## src/swtf_pkg.sv

```systemverilog
package swtf_pkg;

    // Default sizing of the sample store
    localparam int BINS_DEF        = 64;
    localparam int SAMPLE_BITS_DEF = 16;

    // Fixed field widths
    localparam int LAG_W   = 7;
    localparam int THR_W   = 17;
    localparam int KIND_W  = 2;
    localparam int POS_W   = 7;
    localparam int COUNT_W = 5;
    localparam int CFG_IDX_W = 1;

    // Register reset values and limits
    localparam logic [LAG_W-1:0]   LAG_RESET       = 7'd7;
    localparam logic [THR_W-1:0]   THR_RESET       = 17'd1024;
    localparam logic [COUNT_W-1:0] MAX_PER_KIND    = 5'd30;

    // Configuration register indexes
    localparam logic [CFG_IDX_W-1:0] REG_LAG       = 1'b0;
    localparam logic [CFG_IDX_W-1:0] REG_THRESHOLD = 1'b1;

    // Result kinds
    localparam logic [KIND_W-1:0] KIND_RISE = 2'd0;
    localparam logic [KIND_W-1:0] KIND_FALL = 2'd1;
    localparam logic [KIND_W-1:0] KIND_END  = 2'd2;

    typedef enum logic [2:0] {
        ST_IDLE,
        ST_MOD,
        ST_SCAN,
        ST_TAIL,
        ST_END
    } t_state;

endpackage

```

## src/swtf_ram.sv

```systemverilog
module swtf_ram #(
    parameter int WIDTH = 16,
    parameter int DEPTH = 64
) (
    input  logic                     i_clk,
    input  logic                     i_we,
    input  logic [$clog2(DEPTH)-1:0] i_waddr,
    input  logic [WIDTH-1:0]         i_wdata,
    input  logic [$clog2(DEPTH)-1:0] i_raddr_a,
    input  logic [$clog2(DEPTH)-1:0] i_raddr_b,
    output logic [WIDTH-1:0]         o_rdata_a,
    output logic [WIDTH-1:0]         o_rdata_b
);

    logic [WIDTH-1:0] r_mem [DEPTH];

    // Write one word, read two with registered data
    always_ff @(posedge i_clk) begin
        if (i_we) begin
            r_mem[i_waddr] <= i_wdata;
        end
        o_rdata_a <= r_mem[i_raddr_a];
        o_rdata_b <= r_mem[i_raddr_b];
    end

endmodule

```

## src/square_wave_transition_finder.sv

```systemverilog
// Loading accepts a sample whenever busy is low; busy stays low between samples of a frame.
// After the frame_end sample: the lag remainder (bit-serial divider), then two passes
// over the store (one read pair a cycle, each closed by a tail step), then the end item;
// the passes are skipped for frames under three samples or a zero threshold.
// Results appear in the cycle after they are found; the receiver cannot stall them.
// Synchronous reset clears counts, flags and registers to defaults, not the store.
module square_wave_transition_finder #(
    parameter int BINS        = swtf_pkg::BINS_DEF,
    parameter int SAMPLE_BITS = swtf_pkg::SAMPLE_BITS_DEF
) (
    input  logic                              i_clk,
    input  logic                              i_rst_n,
    input  logic                              start,
    output logic                              busy,
    input  logic signed [SAMPLE_BITS-1:0]     i_sample,
    input  logic                              i_frame_end,
    input  logic                              i_cfg_we,
    input  logic [swtf_pkg::CFG_IDX_W-1:0]    i_cfg_idx,
    input  logic [swtf_pkg::THR_W-1:0]        i_cfg_data,
    output logic                              o_strobe,
    output logic [swtf_pkg::KIND_W-1:0]       o_kind,
    output logic [swtf_pkg::POS_W-1:0]        o_position,
    output logic [swtf_pkg::COUNT_W-1:0]      o_pair_count,
    output logic                              o_truncated,
    output logic                              o_last
);

    localparam int AW = $clog2(BINS);
    localparam int CW = $clog2(BINS + 1);
    localparam int DW = ((SAMPLE_BITS + 1) > (swtf_pkg::THR_W + 1) ?
                         (SAMPLE_BITS + 1) : (swtf_pkg::THR_W + 1)) + 1;

    swtf_pkg::t_state r_state, n_state;

    logic [swtf_pkg::LAG_W-1:0]   r_lag;
    logic [swtf_pkg::THR_W-1:0]   r_thr;
    logic [CW-1:0]                r_fill;
    logic                         r_ovf;
    logic [swtf_pkg::COUNT_W-1:0] r_cnt_rise;
    logic [swtf_pkg::COUNT_W-1:0] r_cnt_fall;

    logic [2:0]    r_bit;
    logic [7:0]    r_rem;
    logic [CW-1:0] r_off;

    logic          r_pass;
    logic [CW-1:0] r_i;
    logic [CW-1:0] r_j;
    logic          r_iss_done;
    logic          r_pv;
    logic [CW-1:0] r_pidx;
    logic          r_in_ev;
    logic [CW-1:0] r_start;
    logic [1:0]    r_quiet;

    logic [SAMPLE_BITS-1:0] rd_a;
    logic [SAMPLE_BITS-1:0] rd_b;

    logic accept;
    logic store_ok;
    logic skip_scan;
    logic issue;
    logic last_proc;
    logic [7:0] rem_shift;
    logic [7:0] rem_next;

    logic signed [DW-1:0] d_val;
    logic signed [DW-1:0] thr_s;
    logic hit;
    logic quiet_now;
    logic [1:0] q_inc;

    logic                         emit;
    logic [swtf_pkg::KIND_W-1:0]  emit_kind;
    logic [7:0]                   pos_sum;
    logic [swtf_pkg::COUNT_W-1:0] cur_cnt;
    logic                         can_emit;
    logic                         ev_set;
    logic                         ev_clr;
    logic                         end_item;

    assign busy      = (r_state != swtf_pkg::ST_IDLE);
    assign accept    = start && !busy;
    assign store_ok  = (r_fill < CW'(BINS));
    assign skip_scan = (r_fill < CW'(3)) || (r_thr == '0);

    // Sample store
    swtf_ram #(
        .WIDTH (SAMPLE_BITS),
        .DEPTH (BINS)
    ) u_store (
        .i_clk     (i_clk),
        .i_we      (accept && store_ok),
        .i_waddr   (r_fill[AW-1:0]),
        .i_wdata   (i_sample),
        .i_raddr_a (r_j[AW-1:0]),
        .i_raddr_b (r_i[AW-1:0]),
        .o_rdata_a (rd_a),
        .o_rdata_b (rd_b)
    );

    // Restoring remainder step: lag mod n, one lag bit a cycle
    assign rem_shift = {r_rem[6:0], r_lag[r_bit]};
    assign rem_next  = (rem_shift >= 8'(r_fill)) ? (rem_shift - 8'(r_fill)) : rem_shift;

    // Lagged difference and threshold compares
    assign d_val     = DW'($signed(rd_a)) - DW'($signed(rd_b));
    assign thr_s     = $signed(DW'(r_thr));
    assign hit       = r_pass ? (d_val < -thr_s) : (d_val > thr_s);
    assign quiet_now = (d_val < thr_s) && (d_val > -thr_s);
    assign q_inc     = quiet_now ? (r_quiet + 2'd1) : 2'd0;

    assign issue     = (r_state == swtf_pkg::ST_SCAN) && !r_iss_done;
    assign last_proc = (r_state == swtf_pkg::ST_SCAN) && r_pv && (r_pidx == r_fill - CW'(1));
    assign cur_cnt   = r_pass ? r_cnt_fall : r_cnt_rise;
    assign can_emit  = (cur_cnt < swtf_pkg::MAX_PER_KIND);
    assign emit_kind = r_pass ? swtf_pkg::KIND_FALL : swtf_pkg::KIND_RISE;

    // Next state
    always_comb begin
        n_state = r_state;
        unique case (r_state)
            swtf_pkg::ST_IDLE: begin
                if (accept && i_frame_end) begin
                    n_state = swtf_pkg::ST_MOD;
                end
            end
            swtf_pkg::ST_MOD: begin
                if (r_bit == 3'd0) begin
                    n_state = skip_scan ? swtf_pkg::ST_END : swtf_pkg::ST_SCAN;
                end
            end
            swtf_pkg::ST_SCAN: begin
                if (last_proc) begin
                    n_state = swtf_pkg::ST_TAIL;
                end
            end
            swtf_pkg::ST_TAIL: begin
                n_state = r_pass ? swtf_pkg::ST_END : swtf_pkg::ST_SCAN;
            end
            swtf_pkg::ST_END: begin
                n_state = swtf_pkg::ST_IDLE;
            end
            default: begin
                n_state = swtf_pkg::ST_IDLE;
            end
        endcase
    end

    // Scan decisions and result selection
    always_comb begin
        emit     = 1'b0;
        ev_set   = 1'b0;
        ev_clr   = 1'b0;
        end_item = 1'b0;
        pos_sum  = 8'(r_start) + 8'(r_pidx) - 8'd3;
        unique case (r_state)
            swtf_pkg::ST_SCAN: begin
                if (r_pv) begin
                    if (!r_in_ev) begin
                        ev_set = hit;
                    end else if (q_inc == 2'd3) begin
                        ev_clr = 1'b1;
                        emit   = can_emit;
                    end
                end
            end
            swtf_pkg::ST_TAIL: begin
                pos_sum = 8'(r_start) + 8'(r_fill) - 8'd3;
                emit    = r_in_ev && can_emit;
                ev_clr  = 1'b1;
            end
            swtf_pkg::ST_END: begin
                end_item = 1'b1;
            end
            default: begin
                emit = 1'b0;
            end
        endcase
    end

    always_ff @(posedge i_clk) begin
        if (!i_rst_n) begin
            r_state    <= swtf_pkg::ST_IDLE;
            r_lag      <= swtf_pkg::LAG_RESET;
            r_thr      <= swtf_pkg::THR_RESET;
            r_fill     <= '0;
            r_ovf      <= 1'b0;
            r_cnt_rise <= '0;
            r_cnt_fall <= '0;
            r_pass     <= 1'b0;
            r_iss_done <= 1'b0;
            r_pv       <= 1'b0;
            r_in_ev    <= 1'b0;
            r_quiet    <= 2'd0;
            r_bit      <= 3'd0;
            o_strobe   <= 1'b0;
        end else begin
            r_state <= n_state;

            // Take register writes
            if (i_cfg_we) begin
                unique case (i_cfg_idx)
                    swtf_pkg::REG_LAG:       r_lag <= i_cfg_data[swtf_pkg::LAG_W-1:0];
                    swtf_pkg::REG_THRESHOLD: r_thr <= i_cfg_data;
                    default:                 r_lag <= r_lag;
                endcase
            end

            // Count stored samples, flag dropped ones
            if (accept) begin
                if (store_ok) begin
                    r_fill <= r_fill + CW'(1);
                end else begin
                    r_ovf <= 1'b1;
                end
                if (i_frame_end) begin
                    r_bit <= 3'(swtf_pkg::LAG_W - 1);
                    r_rem <= 8'd0;
                end
            end

            // Advance the remainder and arm the first pass
            if (r_state == swtf_pkg::ST_MOD) begin
                r_rem <= rem_next;
                r_bit <= r_bit - 3'd1;
                if (r_bit == 3'd0) begin
                    r_off      <= rem_next[CW-1:0];
                    r_j        <= rem_next[CW-1:0];
                    r_i        <= '0;
                    r_pass     <= 1'b0;
                    r_iss_done <= 1'b0;
                    r_in_ev    <= 1'b0;
                    r_quiet    <= 2'd0;
                end
            end

            // Issue read pairs
            r_pv   <= issue;
            r_pidx <= r_i;
            if (issue) begin
                r_i <= r_i + CW'(1);
                r_j <= (r_j == r_fill - CW'(1)) ? '0 : r_j + CW'(1);
                if (r_i == r_fill - CW'(1)) begin
                    r_iss_done <= 1'b1;
                end
            end

            // Track the open crossing
            if (ev_set) begin
                r_in_ev <= 1'b1;
                r_start <= r_pidx;
                r_quiet <= 2'd0;
            end else if (ev_clr) begin
                r_in_ev <= 1'b0;
                r_quiet <= 2'd0;
            end else if (r_state == swtf_pkg::ST_SCAN && r_pv && r_in_ev) begin
                r_quiet <= q_inc;
            end

            // Rearm for the falling pass
            if (r_state == swtf_pkg::ST_TAIL && !r_pass) begin
                r_pass     <= 1'b1;
                r_i        <= '0;
                r_j        <= r_off;
                r_iss_done <= 1'b0;
            end

            // Count emitted transitions per kind
            if (emit) begin
                if (r_pass) begin
                    r_cnt_fall <= r_cnt_fall + swtf_pkg::COUNT_W'(1);
                end else begin
                    r_cnt_rise <= r_cnt_rise + swtf_pkg::COUNT_W'(1);
                end
            end

            // Drive one result transfer
            o_strobe <= emit || end_item;
            if (end_item) begin
                r_fill     <= '0;
                r_ovf      <= 1'b0;
                r_cnt_rise <= '0;
                r_cnt_fall <= '0;
            end
        end
    end

    // Result payload
    always_ff @(posedge i_clk) begin
        if (end_item) begin
            o_kind       <= swtf_pkg::KIND_END;
            o_position   <= '0;
            o_pair_count <= (r_cnt_rise < r_cnt_fall) ? r_cnt_rise : r_cnt_fall;
            o_truncated  <= r_ovf;
            o_last       <= 1'b1;
        end else if (emit) begin
            o_kind       <= emit_kind;
            o_position   <= pos_sum[7:1];
            o_pair_count <= '0;
            o_truncated  <= 1'b0;
            o_last       <= 1'b0;
        end
    end

endmodule

```

## config.mk

```make
export PLATFORM = sky130hd
export DESIGN_NAME = square_wave_transition_finder
export DESIGN_NICKNAME = d
export VERILOG_FILES = /design/src/swtf_pkg.sv /design/src/swtf_ram.sv /design/src/square_wave_transition_finder.sv
export SDC_FILE = /design/constraint.sdc
export NUM_CORES = 2
export LEC_CHECK = 0
export BUFFER_PORTS_ARGS = -buffer_cell sky130_fd_sc_hd__buf_4
export CORE_ASPECT_RATIO = 1.4
export CORE_MARGIN = 1
export CORE_UTILIZATION = 60
export DETAILED_ROUTE_END_ITERATION = 8
export PLACE_DENSITY = 0.76
export SLEW_MARGIN = 20
export SYNTH_ARGS = -nofsm -noshare
export SYNTH_HDL_FRONTEND = slang
export SYNTH_SLANG_ARGS = --single-unit
```

## constraint.sdc

```tcl
create_clock -name i_clk -period 5.9 [get_ports i_clk]
set_clock_uncertainty 0.1 [all_clocks]
set_input_delay 0.295 -clock i_clk [delete_from_list [all_inputs] [get_ports i_clk]]
set_output_delay 0.295 -clock i_clk [all_outputs]
set_load 0.03 [all_outputs]
```

# Word-level counts from Yosys, hierarchy flattened
# Memories as Yosys holds them, arrays and structs flattened. A register that Yosys moved wholly into a read port is not among the register bits.
# Cells that the tools add are included.
[totals] register_bits=113 mem_bits_rw=1024 inputBits=39 n_memories=1
[mem_list] name="u_store.r_mem" words=64 width=16 rd=2 rd_ports_with_merged_regs=2 wr=1 line_no="swtf_ram.sv:15" source="logic [WIDTH-1:0] r_mem [DEPTH];"
[op_classes] add_sub_neg=15 order_cmp=10 eq_ne=11 n_mux=59 bitwise=4 n_reduce_logical=48
[op_table] operator="$mux 7" count=12
[op_table] operator="$mux 1" count=26
[op_table] operator="$mux 3" count=8
[op_table] operator="$reduce_and 2->1" count=11
[op_table] operator="$add 7x1->7 const B" count=3
[op_table] operator="$eq 7x7->1" count=3
[op_table] operator="$mux 5" count=4
[op_table] operator="$gt 17x19->1" count=1
[op_table] operator="$lt 17x19->1" count=1
[op_table] operator="$neg 17->19" count=1
[op_table] operator="$gt 17x18->1" count=1
[op_table] operator="$lt 17x18->1" count=1
[op_table] operator="$logic_not 17->1" count=1
[op_table] operator="$sub 16x16->17" count=1
[op_table] operator="$add 7x7->8" count=2
[op_table] operator="$sub 8x2->8 const B" count=2
[op_table] operator="$reduce_bool 3->1" count=5
[op_table] operator="$reduce_bool 2->1" count=7
[op_table] operator="$pmux 3 s4" count=1
[op_table] operator="$reduce_and 3->1" count=4
[op_table] operator="$add 5x1->5 const B" count=2
[op_table] operator="$logic_and 1x1->1" count=10
[op_table] operator="$ge 8x7->1" count=1
[op_table] operator="$mux 2" count=4
[op_table] operator="23 further kinds" count=35

# Logic depth before layout (Yosys ltp)
[logic_depth] word_depth=11 mapped_depth=25 ltp_nobuf=24

# Modules after synthesis
# Synthesis repeated with hierarchy kept, for this count alone.
[hier_totals] hier_cells=3530 hier_area_um2=56924.6
[modules_own_cells] module="swtf_ram" instances=1 cells_each=2582 area_per_inst_um2=48796.8 seq_area_each_um2=31390.1
[modules_own_cells] module="square_wave_transition_finder" instances=1 cells_each=948 area_per_inst_um2=8127.8 seq_area_each_um2=2722.6

# Least setup slack after synthesis
# Ideal clock, no wire load.
[synth_path] path_kind="register to register" startpoint="reg u_store.o_rdata_b[1], read port of u_store.r_mem" endpoint="reg r_start[0], enable pin" setup_time_ns=0.390 t_arrival_ns=4.606 required_time_ns=5.410 path_slack_ns=0.804 path_stages_with_launch=22 n_path_buf=0 cell_sequence="dfxtp_1 > inv_1 > ha_1 > nor2b_1 > o21ai_0 > a21boi_0 > o21ai_0 > a21boi_0 > o21ai_0 > a21oi_1 > o31ai_1 > a21boi_0 > ha_1 > a21o_1 > a211o_1 > a211oi_1 > o21ai_0 > o22ai_1 > a22oi_2 > mux2i_4 > a2bb2oi_1 > nor4_1"
[synth_via] elab_chain_len=7
[synth_rtl] item="start, declared" line_no="swtf_ram.sv:12" source="output logic [WIDTH-1:0] o_rdata_b"
[synth_rtl] item="$sub 16x16->17 (*)" line_no="square_wave_transition_finder.sv:107" source="assign d_val = DW'($signed(rd_a)) - DW'($signed(rd_b));"
[synth_rtl] item="$lt 17x19->1 or $gt 17x18->1 (tied branches)" line_no="square_wave_transition_finder.sv:109" source="assign hit = r_pass ? (d_val < -thr_s) : (d_val > thr_s);"
[synth_rtl] item="$mux 1 (*)" line_no="square_wave_transition_finder.sv:109"
[synth_rtl] item="$mux 1 (*)" line_no="square_wave_transition_finder.sv:160" source="if (!r_in_ev) begin"
[synth_rtl] item="$mux 1 (*)" line_no="square_wave_transition_finder.sv:159" source="if (r_pv) begin"
[synth_rtl] item="$mux 1 (*)" line_no="square_wave_transition_finder.sv:157" source="unique case (r_state)"
[synth_rtl] item="$reduce_and 2->1 (no line) (*)"
[synth_rtl] item="end signal, assigned" line_no="square_wave_transition_finder.sv:252" source="r_start <= r_pidx;"
[synth_rtl] item="end, declared" line_no="square_wave_transition_finder.sv:53" source="logic [CW-1:0] r_start;"
# Every way passes the cells marked *; elsewhere a longest branch is shown, timed or not.
# A chain may end at the register's enable or synchronous reset.

# Worst setup path in the final report
[layout_path] startpoint="reg u_store.o_rdata_b[1], read port of u_store.r_mem" endpoint="reg r_start[4], enable pin"
# The elaborated chain is that of the path after synthesis.

==> results.json <==
{
  "synth_seq_area_share_pct": 61.1,
  "cts.sinks": 1168,
  "viasPerCell": 7.30,
  "cts_root_buf": "clkbuf_16",
  "grt_pass1_wl_um": 221000,
  "post_drt_wl_per_cell_um": 34.9,
  "crit_fanout": 7,
  "r2r_cells": 23,
  "tns_ns": 0,
  "post-route-period-util_pct": 93.2,
  "synth.cell_area_mm2": 0.0559,
  "route.vias.total": 31800,
  "period_needed_ns": 5.50,
  "postSynth.asyncResetShare_pct": 0,
  "drt_iter0_markers": 4128,
  "drc": 0,
  "grt_remaining_overflow": 0,
  "powerDensity_mw_per_mm2": 281,
  "p_leak_nw": 19.9,
  "critPathCapture": "r_start[4]$_DFFE_PP_",
  "outcome": "finished clean",
  "relSlewSlack_pct": 23.5,
  "finalSetupViolations": 0,
  "vdd.ir_drop.worst_uv": 244,
  "syn_area_per_cell_um2": 18.9,
  "clock_path_buffers": 3,
  "end_kind": "flop",
  "final_max_slew_viol_count": 0,
  "grt_start_max_net_pins": 133,
  "drv_cap": 0,
  "synth-warning-count": 0,
  "final_nets": 3192,
  "criticalPathCategory": "reg2reg",
  "cts_htree_levels": 3,
  "worst_pin_slew_ns": 1.15,
  "hpwlAfterDp_um": 92400,
  "reg2reg_to": "r_start[4]$_DFFE_PP_",
  "r2r_start": "u_store.o_rdata_b[1]$_DFF_P_",
  "yosys-top-cells-count": "edfxtp_1, mux4_2, nor2_1",
  "reg2reg_setup_slack_ns": 0.40,
  "synth_seq_cells": 1168,
  "ant_nets": 0,
  "drive_gt1_share_pct": 34.4,
  "hold_violations": 0,
  "yosysTopAreaCellShare_pct": 57.6,
  "area_growth_pct": 11.0,
  "cp.arrival_ns": 5.82,
  "die_area_mm2": 0.0943,
  "first_pass_iters": 5,
  "fin_ws_ns": 0.402,
  "gp_congestion": 0.866,
  "initial_core_util_pct": 60.5,
  "num_rows": 132,
  "hp-class": "in2reg",
  "synthDistinctLibCells": 79,
  "fmax_mhz": 182,
  "start_kind": "flop",
  "port_buffers": 56,
  "cts_tree": "done",
  "pin_count": 57,
  "die_w_um": 260,
  "core-area_mm2": 0.0923,
  "dieHeight_um": 363,
  "syn-num-nets": 3085,
  "synthCells": 2953,
  "synth.top_cells.by_area": "edfxtp_1, mux4_2, dfxtp_1",
  "post-synth-top-count-cell": "edfxtp_1",
  "synth_edf_count": 1072,
  "synth_top_area_cell": "edfxtp_1",
  "antenna_found_initial": 9,
  "grt_usage_pct": 33.3,
  "crit_required_ns": 6.23,
  "clk_latency_ns": 0.74,
  "pre_cts_ws_ns": 0.192,
  "fillCellCount": 5733,
  "synth_flop_cell": "edfxtp_1",
  "rsz0062_at_grt": "no",
  "grt_pass1_vias": 33200,
  "cts_buffers": 108,
  "worstSetupStartpoint": "u_store.o_rdata_b[1]$_DFF_P_",
  "routed_wl_um": 152000,
  "path_clk_slew_ns": 0.07
}
[cells by family (layout without fill, tap and decap cells)]
logic type | Yosys count | after routing | synth area share [%]
xor+xnor | 81 | 81 | 1.29
buf+inv | 294 | 493 | 2.01
flops | 1168 | 1168 | 61.1
other cells | 0 | 1 | 0
compound gates | 217 | 217 | 2.65
fa+ha+maj | 93 | 93 | 2.14
mux | 688 | 688 | 27.4
simple gates | 412 | 412 | 3.41
[metal layers]
layer,track usage [%],up-vias,share of wire (%)
met5,0,-,0.062
met4,21.0,14,7.1
met3,5.28,500,8.8
met2,55.7,2089,51
met1,40.5,16600,33
li1,-,12600,-
[critical path, cell delays in order, from the launching register on]
cell and delay [ns]:
dfxtp_1 0.36, inv_1 0.06, ha_1 0.27, nor2b_1 0.13
o21ai_0 0.20, a21boi_0 0.15, o21ai_0 0.23, a21boi_0 0.16
o21ai_0 0.23, a21oi_1 0.15, o31ai_2 0.27, a21oi_1 0.12
nor2_1 0.13, xnor2_1 0.12, ha_1 0.37, nand2_1 0.07
a2111oi_0 0.58, a311oi_2 0.12, nor4_1 0.30, a31oi_2 0.13
buf_4 0.19, a2bb2oi_1 0.16, nor4_1 0.34, buf_4 0.25
[metrics by stage]
stage                     std cells  hold slack, ns  util, %  instance area, µm²  power [mW]
final                          4359          0.0360     67.1               62000        17.4
after detailed placement       4126           0.337     63.1               58200        10.6
after global placement         4126           0.334     63.1               58200        10.6
after floorplan                2953           0.294        -               55900        10.2
after global routing           4358          0.0433     67.1               62000        17.8
after CTS                      4356         0.00411     67.1               61900        17.4
[how the worst min path moves through the flow]
stage	start	endpoint	slack (ns)	cells past startpoint
2_1_floorplan	i_sample[0]	u_store.r_mem[0][0]$_DFFE_PP_	0.29	0
5_1_grt	i_sample[12]	u_store.r_mem[1][12]$_DFFE_PP_	0.04	1
6_report	i_sample[10]	u_store.r_mem[0][10]$_DFFE_PP_	0.04	1
3_5_place_dp	r_pidx[3]$_DFFE_PP_	r_start[3]$_DFFE_PP_	0.34	0
4_1_cts	i_sample[12]	u_store.r_mem[1][12]$_DFFE_PP_	0.004	1
3_3_place_gp	r_pidx[4]$_DFFE_PP_	r_start[4]$_DFFE_PP_	0.33	0
[repair_timing]
| item | CTS | global route |
|---|---|---|
| hold endpoints to repair | 39 | 0 |
| endpoints found under the setup margin | 0 | 31 |
| buffers inserted | 0 | 2 |
| hold buffers | 28 | 0 |
| resized for setup | 0 | 4 |
[flip-flops by register name, summed over array words and instances (netlist names), 3 cells and up]
register / cells
o_position: 7
r_pidx: 7
r_rem: 7
r_cnt_fall: 5
r_lag: 7
u_store.o_rdata_a: 16
r_thr: 17
r_bit: 3
o_pair_count: 5
r_i: 7
r_j: 7
r_cnt_rise: 5
u_store.o_rdata_b: 16
r_start: 7
u_store.r_mem: 1024
r_fill: 7
r_off: 7
r_state: 3
[final cells by class]
type / count / area [µm²] / share of cell area [%]
diodes: 1 / 2.50 / 0.00404
multi-input cells: 1491 / 20800 / 33.6
well taps: 1206 / 1510 / 2.43
repair buffers: 187 / 1710 / 2.76
inverters: 104 / 390 / 0.630
flip-flops and latches: 1168 / 34100 / 55.0
clock inverters: 64 / 549 / 0.886
clock buffers: 138 / 2880 / 4.64
[cells in the final DEF (no fill, tap or decap), types with 60 or more instances in the layout]
master	n
a21oi_1	73
dfxtp_1	96
inv_1	102
nor2_2	60
nand2_1	100
nor2_1	89
edfxtp_1	1072
buf_4	140
mux4_2	673
clkbuf_16	110
ha_1	89
[power breakdown]
part           switching, mW  total (mW)  internal (mW)
sequential            0.0486        9.14           9.10
combinational          0.798        1.37          0.569
clock                   3.15        6.89           3.73
total                   4.00        17.4           13.4
(Power assumes the default switching activity.)
